$ cat src/hw/rtl/sbca_pkg.sv
package sbca_pkg;

  // Limits of the geometry.
  localparam int MAX_SCREEN_WIDTH  = 1024;
  localparam int MAX_SCREEN_HEIGHT = 1024;
  localparam int MAX_SPRITE_WIDTH  = 256;
  localparam int MAX_SPRITE_HEIGHT = 256;

  // Field widths.
  localparam int SCR_SIZE_W = 11;
  localparam int SPR_SIZE_W = 9;
  localparam int ORG_W      = 11;
  localparam int COL_W      = $clog2(MAX_SPRITE_WIDTH);
  localparam int ROW_W      = $clog2(MAX_SPRITE_HEIGHT);
  localparam int XC_W       = $clog2(MAX_SCREEN_WIDTH);
  localparam int YC_W       = $clog2(MAX_SCREEN_HEIGHT);
  localparam int ADDR_W     = 20;
  localparam int CH_W       = 8;
  localparam int PROD_W     = 2 * CH_W;
  localparam int POS_W      = ORG_W + 1;

  // Stream payload widths.
  localparam int IN_DATA_W  = 8 * CH_W;
  localparam int OUT_DATA_W = 56;

  // Configuration port.
  localparam int CFG_IDX_W  = 3;
  localparam int CFG_DATA_W = 11;

  localparam logic [CFG_IDX_W-1:0] REG_SCREEN_WIDTH  = 3'd0;
  localparam logic [CFG_IDX_W-1:0] REG_SCREEN_HEIGHT = 3'd1;
  localparam logic [CFG_IDX_W-1:0] REG_SPRITE_WIDTH  = 3'd2;
  localparam logic [CFG_IDX_W-1:0] REG_SPRITE_HEIGHT = 3'd3;
  localparam logic [CFG_IDX_W-1:0] REG_ORIGIN_X      = 3'd4;
  localparam logic [CFG_IDX_W-1:0] REG_ORIGIN_Y      = 3'd5;
  localparam logic [CFG_IDX_W-1:0] REG_BLEND_ENABLE  = 3'd6;

  localparam logic [SCR_SIZE_W-1:0] RST_SCREEN_WIDTH  = 11'd640;
  localparam logic [SCR_SIZE_W-1:0] RST_SCREEN_HEIGHT = 11'd480;
  localparam logic [SPR_SIZE_W-1:0] RST_SPRITE_WIDTH  = 9'd64;
  localparam logic [SPR_SIZE_W-1:0] RST_SPRITE_HEIGHT = 9'd64;

  localparam logic [CH_W-1:0] ALPHA_OPAQUE = 8'd255;
  localparam logic [CH_W-1:0] ALPHA_CLEAR  = 8'd0;

  // Queue between the front and back halves.
  localparam int QUEUE_DEPTH = 4;
  localparam int QUEUE_AW    = $clog2(QUEUE_DEPTH);

  // What the back half does with an item.
  typedef enum logic [1:0] {
    CLS_SKIP,
    CLS_COPY,
    CLS_BLEND
  } cls_t;

  // Configuration, stored already clamped to the legal ranges.
  typedef struct packed {
    logic [SCR_SIZE_W-1:0]   scr_w;
    logic [SCR_SIZE_W-1:0]   scr_h;
    logic [SPR_SIZE_W-1:0]   spr_w;
    logic [SPR_SIZE_W-1:0]   spr_h;
    logic signed [ORG_W-1:0] org_x;
    logic signed [ORG_W-1:0] org_y;
    logic                    blend;
  } cfg_t;

  // One classified texel in the queue. Channel 0 is red, 1 green, 2 blue.
  typedef struct packed {
    cls_t                  cls;
    logic [XC_W-1:0]       x;
    logic [YC_W-1:0]       y;
    logic [3:0][CH_W-1:0]  tex;
    logic [3:0][CH_W-1:0]  dst;
    logic                  last;
  } q_item_t;

  // Clamp a screen size to its maximum.
  function automatic logic [SCR_SIZE_W-1:0] clamp_scr(input logic [SCR_SIZE_W-1:0] v,
                                                      input logic [SCR_SIZE_W-1:0] hi);
    clamp_scr = (v > hi) ? hi : v;
  endfunction

  // Clamp a sprite size to one at the least and its maximum at the most.
  function automatic logic [SPR_SIZE_W-1:0] clamp_spr(input logic [SPR_SIZE_W-1:0] v,
                                                      input logic [SPR_SIZE_W-1:0] hi);
    if (v == '0) begin
      clamp_spr = SPR_SIZE_W'(1);
    end else if (v > hi) begin
      clamp_spr = hi;
    end else begin
      clamp_spr = v;
    end
  endfunction

endpackage

$ cat src/hw/rtl/sbca_front.sv
module sbca_front (
  input  logic                            clk,
  input  logic                            rst_n,
  input  sbca_pkg::cfg_t                  cfg,
  input  logic                            in_valid,
  output logic                            in_ready,
  input  logic [sbca_pkg::IN_DATA_W-1:0]  in_data,
  input  logic                            q_full,
  output logic                            q_push,
  output sbca_pkg::q_item_t               q_item
);

  logic [sbca_pkg::COL_W-1:0]      col_r, col_nxt;
  logic [sbca_pkg::ROW_W-1:0]      row_r, row_nxt;
  logic signed [sbca_pkg::POS_W-1:0] pos_x, pos_y;
  logic [sbca_pkg::SPR_SIZE_W-1:0] col_inc, row_inc;
  logic                            on_screen;
  logic                            is_last;
  logic [sbca_pkg::CH_W-1:0]       tex_a;

  assign in_ready = !q_full;
  assign q_push   = in_valid && !q_full;
  assign tex_a    = in_data[4*sbca_pkg::CH_W-1:3*sbca_pkg::CH_W];

  // Screen position of the current texel and the clip test.
  always_comb begin
    pos_x  = $signed({cfg.org_x[sbca_pkg::ORG_W-1], cfg.org_x})
           + $signed({1'b0, (sbca_pkg::POS_W-1)'(col_r)});
    pos_y  = $signed({cfg.org_y[sbca_pkg::ORG_W-1], cfg.org_y})
           + $signed({1'b0, (sbca_pkg::POS_W-1)'(row_r)});
    on_screen = !pos_x[sbca_pkg::POS_W-1] && !pos_y[sbca_pkg::POS_W-1]
             && (pos_x[sbca_pkg::POS_W-2:0] < cfg.scr_w)
             && (pos_y[sbca_pkg::POS_W-2:0] < cfg.scr_h);
  end

  // Raster counters; a counter at or past its limit wraps.
  always_comb begin
    col_inc = sbca_pkg::SPR_SIZE_W'(col_r) + sbca_pkg::SPR_SIZE_W'(1);
    row_inc = sbca_pkg::SPR_SIZE_W'(row_r) + sbca_pkg::SPR_SIZE_W'(1);
    col_nxt = col_r;
    row_nxt = row_r;
    is_last = 1'b0;
    if (col_inc >= cfg.spr_w) begin
      col_nxt = '0;
      if (row_inc >= cfg.spr_h) begin
        row_nxt = '0;
        is_last = 1'b1;
      end else begin
        row_nxt = row_inc[sbca_pkg::ROW_W-1:0];
      end
    end else begin
      col_nxt = col_inc[sbca_pkg::COL_W-1:0];
    end
  end

  // Classify the texel and build the queue entry.
  always_comb begin
    q_item      = '0;
    q_item.x    = pos_x[sbca_pkg::XC_W-1:0];
    q_item.y    = pos_y[sbca_pkg::YC_W-1:0];
    q_item.last = is_last;
    for (int i = 0; i < 4; i++) begin
      q_item.tex[i] = in_data[i*sbca_pkg::CH_W +: sbca_pkg::CH_W];
      q_item.dst[i] = in_data[(i+4)*sbca_pkg::CH_W +: sbca_pkg::CH_W];
    end
    priority if (!on_screen) begin
      q_item.cls = sbca_pkg::CLS_SKIP;
    end else if (!cfg.blend || tex_a == sbca_pkg::ALPHA_OPAQUE) begin
      q_item.cls = sbca_pkg::CLS_COPY;
    end else if (tex_a == sbca_pkg::ALPHA_CLEAR) begin
      q_item.cls = sbca_pkg::CLS_SKIP;
    end else begin
      q_item.cls = sbca_pkg::CLS_BLEND;
    end
  end

  always_ff @(posedge clk) begin
    if (!rst_n) begin
      col_r <= '0;
      row_r <= '0;
    end else if (q_push) begin
      col_r <= col_nxt;
      row_r <= row_nxt;
    end
  end

endmodule

$ cat src/hw/rtl/sbca_queue.sv
module sbca_queue (
  input  logic              clk,
  input  logic              rst_n,
  input  logic              push,
  input  sbca_pkg::q_item_t push_item,
  output logic              full,
  input  logic              pop,
  output logic              not_empty,
  output sbca_pkg::q_item_t head
);

  sbca_pkg::q_item_t            mem [sbca_pkg::QUEUE_DEPTH];
  logic [sbca_pkg::QUEUE_AW-1:0] wr_ptr_r, rd_ptr_r;
  logic [sbca_pkg::QUEUE_AW:0]   count_r, count_nxt;

  assign full      = (count_r == (sbca_pkg::QUEUE_AW+1)'(sbca_pkg::QUEUE_DEPTH));
  assign not_empty = (count_r != '0);
  assign head      = mem[rd_ptr_r];

  always_comb begin
    count_nxt = count_r;
    if (push && !pop) begin
      count_nxt = count_r + (sbca_pkg::QUEUE_AW+1)'(1);
    end else if (pop && !push) begin
      count_nxt = count_r - (sbca_pkg::QUEUE_AW+1)'(1);
    end
  end

  // Entry storage.
  always_ff @(posedge clk) begin
    if (push) begin
      mem[wr_ptr_r] <= push_item;
    end
  end

  // Pointers and fill count.
  always_ff @(posedge clk) begin
    if (!rst_n) begin
      wr_ptr_r <= '0;
      rd_ptr_r <= '0;
      count_r  <= '0;
    end else begin
      if (push) begin
        wr_ptr_r <= wr_ptr_r + sbca_pkg::QUEUE_AW'(1);
      end
      if (pop) begin
        rd_ptr_r <= rd_ptr_r + sbca_pkg::QUEUE_AW'(1);
      end
      count_r <= count_nxt;
    end
  end

endmodule

$ cat src/hw/rtl/sbca_back.sv
module sbca_back (
  input  logic                              clk,
  input  logic                              rst_n,
  input  logic [sbca_pkg::SCR_SIZE_W-1:0]   scr_w,
  input  logic                              q_not_empty,
  input  sbca_pkg::q_item_t                 q_head,
  output logic                              q_pop,
  output logic                              out_valid,
  input  logic                              out_ready,
  output logic                              out_we,
  output logic [sbca_pkg::ADDR_W-1:0]       out_addr,
  output logic [3:0][sbca_pkg::CH_W-1:0]    out_color,
  output logic                              out_last
);

  // Products stage.
  typedef struct packed {
    sbca_pkg::cls_t                       cls;
    logic [sbca_pkg::XC_W-1:0]            x;
    logic [sbca_pkg::ADDR_W-1:0]          row_base;
    logic [2:0][sbca_pkg::PROD_W-1:0]     pt;
    logic [2:0][sbca_pkg::PROD_W-1:0]     pd;
    logic [3:0][sbca_pkg::CH_W-1:0]       tex;
    logic [sbca_pkg::CH_W-1:0]            dst_a;
    logic                                 last;
  } s1_t;

  // Result register.
  typedef struct packed {
    logic                              we;
    logic [sbca_pkg::ADDR_W-1:0]       addr;
    logic [3:0][sbca_pkg::CH_W-1:0]    color;
    logic                              last;
  } res_t;

  s1_t                                  s1_r, s1_nxt;
  logic                                 s1_v_r;
  res_t                                 res_r, res_nxt;
  logic                                 res_v_r;
  logic                                 adv_res, adv_s1;
  logic [sbca_pkg::CH_W-1:0]            inv_a;
  logic [sbca_pkg::SCR_SIZE_W+sbca_pkg::YC_W-1:0] row_prod;
  logic [sbca_pkg::PROD_W:0]            mix_sum [3];
  logic [sbca_pkg::PROD_W:0]            mix_q   [3];

  assign adv_res = !res_v_r || out_ready;
  assign adv_s1  = !s1_v_r || adv_res;
  assign q_pop   = q_not_empty && adv_s1;

  assign out_valid = res_v_r;
  assign out_we    = res_r.we;
  assign out_addr  = res_r.addr;
  assign out_color = res_r.color;
  assign out_last  = res_r.last;

  // First stage: row offset and the weighted channel products.
  always_comb begin
    inv_a           = sbca_pkg::ALPHA_OPAQUE - q_head.tex[3];
    row_prod        = (sbca_pkg::SCR_SIZE_W+sbca_pkg::YC_W)'(q_head.y)
                    * (sbca_pkg::SCR_SIZE_W+sbca_pkg::YC_W)'(scr_w);
    s1_nxt          = '0;
    s1_nxt.cls      = q_head.cls;
    s1_nxt.x        = q_head.x;
    s1_nxt.row_base = row_prod[sbca_pkg::ADDR_W-1:0];
    s1_nxt.tex      = q_head.tex;
    s1_nxt.dst_a    = q_head.dst[3];
    s1_nxt.last     = q_head.last;
    for (int i = 0; i < 3; i++) begin
      s1_nxt.pt[i] = sbca_pkg::PROD_W'(q_head.tex[3]) * sbca_pkg::PROD_W'(q_head.tex[i]);
      s1_nxt.pd[i] = sbca_pkg::PROD_W'(inv_a) * sbca_pkg::PROD_W'(q_head.dst[i]);
    end
  end

  // Second stage: divide the blend sums by 255 and pick the result.
  // For sums up to 255*255, (v + 1 + (v >> 8)) >> 8 equals v / 255.
  always_comb begin
    for (int i = 0; i < 3; i++) begin
      mix_sum[i] = (sbca_pkg::PROD_W+1)'(s1_r.pt[i]) + (sbca_pkg::PROD_W+1)'(s1_r.pd[i]);
      mix_q[i]   = (mix_sum[i] + (sbca_pkg::PROD_W+1)'(1)
                 + (mix_sum[i] >> sbca_pkg::CH_W)) >> sbca_pkg::CH_W;
    end
    res_nxt      = '0;
    res_nxt.last = s1_r.last;
    unique case (s1_r.cls)
      sbca_pkg::CLS_COPY: begin
        res_nxt.we    = 1'b1;
        res_nxt.addr  = s1_r.row_base + sbca_pkg::ADDR_W'(s1_r.x);
        res_nxt.color = s1_r.tex;
      end
      sbca_pkg::CLS_BLEND: begin
        res_nxt.we       = 1'b1;
        res_nxt.addr     = s1_r.row_base + sbca_pkg::ADDR_W'(s1_r.x);
        res_nxt.color[0] = mix_q[0][sbca_pkg::CH_W-1:0];
        res_nxt.color[1] = mix_q[1][sbca_pkg::CH_W-1:0];
        res_nxt.color[2] = mix_q[2][sbca_pkg::CH_W-1:0];
        res_nxt.color[3] = s1_r.dst_a;
      end
      default: begin
        res_nxt.we = 1'b0;
      end
    endcase
  end

  // Pipeline payload registers.
  always_ff @(posedge clk) begin
    if (adv_s1) begin
      s1_r <= s1_nxt;
    end
    if (adv_res) begin
      res_r <= res_nxt;
    end
  end

  // Pipeline valid bits.
  always_ff @(posedge clk) begin
    if (!rst_n) begin
      s1_v_r  <= 1'b0;
      res_v_r <= 1'b0;
    end else begin
      if (adv_s1) begin
        s1_v_r <= q_pop;
      end
      if (adv_res) begin
        res_v_r <= s1_v_r;
      end
    end
  end

endmodule

$ cat src/hw/rtl/sprite_blit_clip_alpha.sv
// Sprite blitter with screen clipping and alpha blending.
// Throughput: one texel per cycle while out_tready is high; the four-entry queue
// and the two-stage back pipeline (products, then divide-by-255 and select) each
// take one per cycle.
// Reset (rst_n low, synchronous): counters, queue and pipeline empty, registers
// return to 640 x 480 screen, 64 x 64 sprite, origin 0, copy mode.
module sprite_blit_clip_alpha (
  input  logic                                clk,
  input  logic                                rst_n,
  input  logic                                in_tvalid,
  output logic                                in_tready,
  // tex_red, tex_green, tex_blue, tex_alpha, dst_red, dst_green, dst_blue, dst_alpha
  input  logic [sbca_pkg::IN_DATA_W-1:0]      in_tdata,
  output logic                                out_tvalid,
  input  logic                                out_tready,
  // pixel_address, out_red, out_green, out_blue, out_alpha, zero fill
  output logic [sbca_pkg::OUT_DATA_W-1:0]     out_tdata,
  // write_enable
  output logic [0:0]                          out_tuser,
  output logic                                out_tlast,
  input  logic                                cfg_we,
  input  logic [sbca_pkg::CFG_IDX_W-1:0]      cfg_index,
  input  logic [sbca_pkg::CFG_DATA_W-1:0]     cfg_wdata
);

  sbca_pkg::cfg_t                          cfg_r, cfg_nxt;
  logic                                    q_full, q_push, q_pop, q_not_empty;
  sbca_pkg::q_item_t                       q_in, q_head;
  logic                                    res_we, res_last;
  logic [sbca_pkg::ADDR_W-1:0]             res_addr;
  logic [3:0][sbca_pkg::CH_W-1:0]          res_color;

  // Register writes, clamped to the legal ranges as they are stored.
  always_comb begin
    cfg_nxt = cfg_r;
    if (cfg_we) begin
      unique case (cfg_index)
        sbca_pkg::REG_SCREEN_WIDTH:
          cfg_nxt.scr_w = sbca_pkg::clamp_scr(cfg_wdata[sbca_pkg::SCR_SIZE_W-1:0],
                            sbca_pkg::SCR_SIZE_W'(sbca_pkg::MAX_SCREEN_WIDTH));
        sbca_pkg::REG_SCREEN_HEIGHT:
          cfg_nxt.scr_h = sbca_pkg::clamp_scr(cfg_wdata[sbca_pkg::SCR_SIZE_W-1:0],
                            sbca_pkg::SCR_SIZE_W'(sbca_pkg::MAX_SCREEN_HEIGHT));
        sbca_pkg::REG_SPRITE_WIDTH:
          cfg_nxt.spr_w = sbca_pkg::clamp_spr(cfg_wdata[sbca_pkg::SPR_SIZE_W-1:0],
                            sbca_pkg::SPR_SIZE_W'(sbca_pkg::MAX_SPRITE_WIDTH));
        sbca_pkg::REG_SPRITE_HEIGHT:
          cfg_nxt.spr_h = sbca_pkg::clamp_spr(cfg_wdata[sbca_pkg::SPR_SIZE_W-1:0],
                            sbca_pkg::SPR_SIZE_W'(sbca_pkg::MAX_SPRITE_HEIGHT));
        sbca_pkg::REG_ORIGIN_X:
          cfg_nxt.org_x = $signed(cfg_wdata[sbca_pkg::ORG_W-1:0]);
        sbca_pkg::REG_ORIGIN_Y:
          cfg_nxt.org_y = $signed(cfg_wdata[sbca_pkg::ORG_W-1:0]);
        sbca_pkg::REG_BLEND_ENABLE:
          cfg_nxt.blend = cfg_wdata[0];
        default: begin
          cfg_nxt = cfg_r;
        end
      endcase
    end
  end

  always_ff @(posedge clk) begin
    if (!rst_n) begin
      cfg_r.scr_w <= sbca_pkg::RST_SCREEN_WIDTH;
      cfg_r.scr_h <= sbca_pkg::RST_SCREEN_HEIGHT;
      cfg_r.spr_w <= sbca_pkg::RST_SPRITE_WIDTH;
      cfg_r.spr_h <= sbca_pkg::RST_SPRITE_HEIGHT;
      cfg_r.org_x <= '0;
      cfg_r.org_y <= '0;
      cfg_r.blend <= 1'b0;
    end else begin
      cfg_r <= cfg_nxt;
    end
  end

  // Front half: placement, clipping and classification.
  sbca_front u_front (
    .clk      (clk),
    .rst_n    (rst_n),
    .cfg      (cfg_r),
    .in_valid (in_tvalid),
    .in_ready (in_tready),
    .in_data  (in_tdata),
    .q_full   (q_full),
    .q_push   (q_push),
    .q_item   (q_in)
  );

  sbca_queue u_queue (
    .clk       (clk),
    .rst_n     (rst_n),
    .push      (q_push),
    .push_item (q_in),
    .full      (q_full),
    .pop       (q_pop),
    .not_empty (q_not_empty),
    .head      (q_head)
  );

  // Back half: address and blend arithmetic.
  sbca_back u_back (
    .clk         (clk),
    .rst_n       (rst_n),
    .scr_w       (cfg_r.scr_w),
    .q_not_empty (q_not_empty),
    .q_head      (q_head),
    .q_pop       (q_pop),
    .out_valid   (out_tvalid),
    .out_ready   (out_tready),
    .out_we      (res_we),
    .out_addr    (res_addr),
    .out_color   (res_color),
    .out_last    (res_last)
  );

  // Output packing.
  assign out_tdata = {4'b0000, res_color[3], res_color[2], res_color[1], res_color[0],
                      res_addr};
  assign out_tuser = res_we;
  assign out_tlast = res_last;

endmodule

$ cat config.mk
export PLATFORM = sky130hd
export DESIGN_NAME = sprite_blit_clip_alpha
export DESIGN_NICKNAME = d
export VERILOG_FILES = /design/src/hw/rtl/sbca_pkg.sv /design/src/hw/rtl/sbca_front.sv /design/src/hw/rtl/sbca_queue.sv /design/src/hw/rtl/sbca_back.sv /design/src/hw/rtl/sprite_blit_clip_alpha.sv
export SDC_FILE = /design/constraint.sdc
export NUM_CORES = 2
export LEC_CHECK = 0
export ABC_AREA = 0
export ABC_CLOCK_PERIOD_IN_PS = 7100
export BUFFER_PORTS_ARGS = -buffer_cell sky130_fd_sc_hd__buf_2
export CAP_MARGIN = 15
export CORE_MARGIN = 2
export CORE_UTILIZATION = 45
export CTS_BUF_LIST = sky130_fd_sc_hd__clkbuf_2 sky130_fd_sc_hd__clkbuf_4 sky130_fd_sc_hd__clkbuf_8
export DETAILED_ROUTE_END_ITERATION = 12
export HOLD_SLACK_MARGIN = 0.12
export MAX_ROUTING_LAYER = met4
export SYNTH_ARGS = -nofsm -noshare
export SYNTH_HDL_FRONTEND = slang
export SYNTH_HIERARCHICAL = 1
export SYNTH_SLANG_ARGS = --single-unit
$ cat constraint.sdc
create_clock -name clk -period 7.1 [get_ports clk]
set_clock_uncertainty 0.1 [all_clocks]
set_input_delay 0.71 -clock clk [delete_from_list [all_inputs] [get_ports clk]]
set_output_delay 0.71 -clock clk [all_outputs]
set_load 0.05 [all_outputs]
## Yosys cells after proc, flatten, opt, wreduce, memory -nomap -nowiden

Memory sizes are Yosys's and may differ from the RTL's. A register that Yosys moved wholly into a read port is not among the register bits.
Index checks and enable logic that the tools add are counted.

- Bits in registers: 311
- Bits in writable memories: 348
- Bits of input ports: 83
- Output and inout port bits: 60
- Word-level logic and storage cells: 129
- Memories: 1

- $add $sub $neg: 19
- Multipliers: 7
- Magnitude comparators: 6
- Equality and inequality tests: 10
- Mux-type cells: 18
- Reduce and logical (&&, ||, !) cells: 32

Memory list:

| memory | words | width | rd ports | clocked after memory_dff | write ports | RTL line | source |
|---|---|---|---|---|---|---|---|
| u_queue.mem | 4 | 87 | 1 | 1 | 1 | sbca_queue.sv:12 | `sbca_pkg::q_item_t mem [sbca_pkg::QUEUE_DEPTH];` |

Operators by type and width:

| operator | count |
|---|---|
| one-hot mux 52 bit (2 select lines) | 1 |
| multiplier 8 x 8 -> 16 bit | 6 |
| adder 16 x 16 -> 17 bit | 3 |
| adder 16 x 1 -> 16 bit (second input constant) | 3 |
| adder 16 x 9 -> 16 bit | 3 |
| adder 11 x 9 -> 12 bit | 2 |
| < comparator 11 bit | 2 |
| adder 20 x 10 -> 20 bit | 1 |
| multiplier 10 x 11 -> 20 bit | 1 |
| adder 8 x 1 -> 9 bit (second input constant) | 2 |
| greater-or-equal comparator 9 bit | 2 |
| two-way mux 9 bit | 2 |
| two-way mux 8 bit | 2 |
| AND reduction 2 bit | 8 |
| equality test 3 bit (second input constant) | 4 |
| greater-than comparator 11 bit (second input constant) | 1 |
| two-way mux 11 bit | 1 |
| two-way mux 2 bit | 5 |
| greater-than comparator 9 bit (second input constant) | 1 |
| logical NOT 9 bit | 1 |
| equality test 8 bit (second input constant) | 1 |
| logical NOT 1 bit | 8 |
| logical NOT 8 bit | 1 |
| subtractor 8 bit (first input constant) | 1 |
| 15 further kinds | 30 |

## Depth between registers and ports, before layout

- Depth after elaboration: 7
- Mapped depth: 25
- Depth with buffers taken out: 21

## Modules after synthesis

The synthesis kept the hierarchy.

By module, submodules not included:

| module | times used | cells an instance | area each (µm²) | sequential area each (µm²) |
|---|---|---|---|---|
| sbca_back | 1 | 2688 | 26892.0 | 6736.5 |
| sbca_queue | 1 | 498 | 13001.2 | 10630.2 |
| sbca_front | 1 | 420 | 3259.4 | 320.3 |
| sprite_blit_clip_alpha | 1 | 280 | 2565.0 | 1261.2 |

## Worst setup path after synthesis

OpenSTA, ideal clock, no wires.

- Path type: in2reg
- Start: input port out_tready
- End: register u_queue/count_r[2] (netlist name)
- Library setup time: 76 ps
- Arrival time: 6213 ps
- Data required time: 6924 ps
- Path slack: 711 ps
- Cell stages on the path: 10
- Path buffers: 0
- Path through: nor2b_1 -> nand2_1 -> and2_1 -> inv_1 -> ha_1 -> inv_1 -> fa_1 -> xor2_1 -> or3_1 -> a21boi_0

- Cells in the longest elaborated chain, start to end: 6
- Elaborated cells on any way between the ends: 8
- Classes of those cells: 1 x mux; 7 x reduce/logical

Ends and longest elaborated chain:

| what | RTL line | source |
|---|---|---|
| start: declaration | sprite_blit_clip_alpha.sv:15 | `input logic out_tready,` |
| logical OR 1 bit (*) | sbca_back.sv:46 | `assign adv_res = !res_v_r \|\| out_ready;` |
| logical OR 1 bit (*) | sbca_back.sv:47 | `assign adv_s1 = !s1_v_r \|\| adv_res;` |
| logical AND 1 bit (*) | sbca_back.sv:48 | `assign q_pop = q_not_empty && adv_s1;` |
| via q_pop | sprite_blit_clip_alpha.sv:27 | `logic q_full, q_push, q_pop, q_not_empty;` |
| logical NOT 1 bit | sbca_queue.sv:22 | `if (push && !pop) begin` |
| logical AND 1 bit | sbca_queue.sv:22 |  |
| two-way mux 3 bit or nonzero test 2 bit (tied branches) | -- |  |
| end signal: assignment | sbca_queue.sv:49 | `count_r <= count_nxt;` |
| end: declaration | sbca_queue.sv:14 | `logic [sbca_pkg::QUEUE_AW:0] count_r, count_nxt;` |

The timed path passes the listed nets; every way through them passes the cells marked *.
A chain may end at the register's enable or synchronous reset.

==> results.py <==
metrics = {
    "run": {
        "drv_cap": 0,
    },
    "floorplan": {
        "rows": 116,
        "die-area_um2": 104000,
        "die_w_um": 323,
        "die_h_um": 323,
        "ios": 143,
        "initial_core_util_pct": 45.5,
        "core_um2": 100000,
    },
    "synth": {
        "synth_compound_area_share_pct": 7.32,
        "seq_area_frac_synth_pct": 41.4,
        "synth_seq_cells": 661,
        "yosys.area_share.simple_pct": 12.5,
        "synth_xor_area_share_pct": 3.40,
        "async_reset_ff_share_pct": 0,
        "ys_types": 119,
        "muxShareOfSynthArea_pct": 4.88,
        "yosysTopAreaCell": "edfxtp_1",
        "synthTopCellsByArea": "edfxtp_1 38%, fa_1 13%, ha_1 11%",
        "synth_area_per_cell_um2": 11.8,
        "synth_area_um2": 45700,
        "yosys_warnings": 6,
        "synth_top_family_by_area": "adder cells",
        "synth_ff_type": "edfxtp_1",
        "synth_fa_ha_area_share_pct": 24.1,
        "synth_edf_count": 571,
        "yosysTopAreaCellShare_pct": 37.5,
        "synth_cells": 3886,
    },
    "sta": {
        "tightest_slew_ns": 1.02,
        "slew_viol_final": 0,
        "finalHoldViolCount": 0,
        "setup_tns_ns": 0,
        "holdWs_ns": 0.203,
        "setup_viol": 0,
        "post-route-period-util_pct": 89.7,
        "post-route-min-period_ns": 6.37,
        "rsz0062_at_grt": "false",
        "fmax_mhz": 157,
        "max_slew_margin_pct": 31.9,
    },
    "global_route": {
        "globalRoute.totalOverflow": 0,
        "track_usage_pct": 20.8,
        "grt_max_degree": 116,
        "antenna_found_initial": 11,
        "grt_pass1_vias": 28900,
        "grt_pass1_wl_mm": 163,
    },
    "critical_path": {
        "endpoint_kind": "flip-flop",
        "worstPathMaxFanout": 20,
        "arrival_ns": 6.77,
        "r2r_slack_ns": 0.73,
        "slowest_delay_ns": 0.68,
        "worstPathRequired_ns": 7.50,
        "cp-start-kind": "flip-flop",
        "ff2ff_path_depth": 18,
        "cp_slowest_cell": "mux4_2",
        "path_common_cell": "fa_1",
        "path_class": "reg2reg",
        "reg2reg_to": "u_back/s1_r[155]",
        "worstPathCellList": "mux4_2 > and2_1 > fa_1 > fa_1 > fa_1 > fa_1 > inv_1 > fa_1 > inv_1 > ha_1 > a21o_1 > a21o_1 > a21oi_1 > o21ai_0 > a2111oi_0 > o21bai_1 > a21oi_1 > xnor2_1",
    },
    "run_status": {
        "status": "completed",
    },
    "cts": {
        "cts_resized": 0,
        "cts_tree": "yes",
        "htreeDepth": 3,
        "cts_sinks": 661,
        "cts-root-buf": "clkbuf_8",
        "cts_buffers": 113,
        "insertion_delay_ns": 0.77,
        "cts_buffer_depth": 3,
        "cts.clk_slew.worst_paths_ns": 0.06,
    },
    "hold_path": {
        "hold_end": "cfg_r[15]",
        "min_path_cells": 3,
        "min_from": "cfg_wdata[3]",
        "hold_path.class": "in2reg",
    },
    "route": {
        "vias_per_cell": 5.12,
        "vias": 28300,
        "routedWlPerCell_um": 18.6,
        "ant_nets": 0,
        "wl_mm": 103,
        "drc": 0,
        "drtIter0Drc": 1699,
        "dr.pass1.iters": 5,
    },
    "finish": {
        "final_cell_mix": "571 x edfxtp_1, 484 x inv_1, 414 x ha_1",
        "area.growth.synth_to_final_pct": 10.5,
        "layout.nets": 4854,
        "drive_gt1_share_pct": 12.7,
        "final_common_cell": "edfxtp_1",
    },
    "placement": {
        "dp_hpwl_mm": 74.7,
        "io_buffers": 138,
        "gp_congestion": 0.827,
    },
}
registers in the layout, indices dropped and copies added, names as in the netlist, 2 cells and up, named ones only:
| register | cells |
|---|---|
| u_back/out_color | 32 |
| u_queue/mem | 348 |
| u_front/row_r | 8 |
| u_front/col_r | 8 |
| u_queue/count_r | 3 |
| u_queue/wr_ptr_r | 2 |
| u_back/out_addr | 20 |
| cfg_r | 63 |
| u_back/s1_r | 168 |
| u_queue/rd_ptr_r | 2 |
area by class of cell:
cell class                      count  area (um2)
Fill cell                        9107       49900
Clock inverter                     59         558
Antenna cell                       11        27.5
Tap cell                         1357        1700
Clock buffer                      147        1820
Multi-Input combinational cell   2558       23900
Timing Repair Buffer              246        1710
Inverter                          485        1820
Sequential cell                   661       19000
cells in the mapped netlist, types with 18 or more instances:
master,n
nand3_1,38
nor3_1,30
o21ai_1,31
dfxtp_1,90
xnor2_1,120
nor2b_1,158
edfxtp_1,571
mux4_2,87
o21ai_0,73
or3_1,18
a21o_1,42
nand2_1,329
ha_1,414
nor2_1,130
a21boi_0,38
inv_1,485
clkbuf_1,84
xor2_1,50
o21a_1,24
buf_4,71
mux2i_1,26
and2_1,178
buf_2,19
fa_1,292
nand2b_1,112
a21oi_1,103
through the flow:
step                cells  utilization [%]  worst slack (ns)  cell area [um2]
floorplan            3889                -             0.711            45700
global placement     5239             47.2             0.825            47400
detailed placement   5239             47.2             0.719            47400
CTS                  5513             50.3             0.711            50500
global route         5523             50.3             0.315            50500
finish               5524             50.3             0.730            50500
cells by family after synthesis:
kind of cell | count (synthesis)
flip-flops | 661
other | 1
adder cells (fa/ha/maj) | 706
buffers and inverters | 670
AO/OA/AOI/OAI | 475
XOR/XNOR | 174
AND/OR/NAND/NOR | 1085
multiplexers | 114
worst max-delay path: cells and delay by family, from the launching register on:
family                   cells  cell delay (ns)
AND/OR/NAND/NOR              1             0.20
buffers and inverters        2             0.09
XOR/XNOR                     1             0.10
flip-flops                   1             0.62
adder cells (fa/ha/maj)      6             2.80
multiplexers                 1             0.68
AO/OA/AOI/OAI                7             1.50
worst max-delay path by stage:
stage | depth (start not counted) | start | slack (ns) | endpoint
after floorplan | 10 | out_tready | 0.71 | u_queue/count_r[2]
after global placement | 18 | flip-flop | 0.82 | u_back/s1_r[155]
after detailed placement | 18 | flip-flop | 0.72 | u_back/s1_r[155]
after CTS | 18 | flip-flop | 0.71 | u_back/s1_r[155]
after global routing | 18 | flip-flop | 0.31 | u_back/s1_r[155]
final | 18 | flip-flop | 0.73 | u_back/s1_r[155]
routing by layer:
layer / up-vias / part of all wire (%) / track usage [%]
li1: 13700 / - / -
met1: 14000 / 48 / 28.8
met2: 517 / 46 / 32.6
met3: 118 / 4.6 / 3.27
met4: 0 / 1.6 / 4.38
met5: - / 0 / -
repair_timing:
item | CTS | global route
hold endpoints to repair | 263 | 0
hold buffers | 68 | 0
buffers inserted | 0 | 0
Power is left out: the tool's default activity adds up to more than one toggle a clock period on the data nets, which glitch-free logic cannot reach.
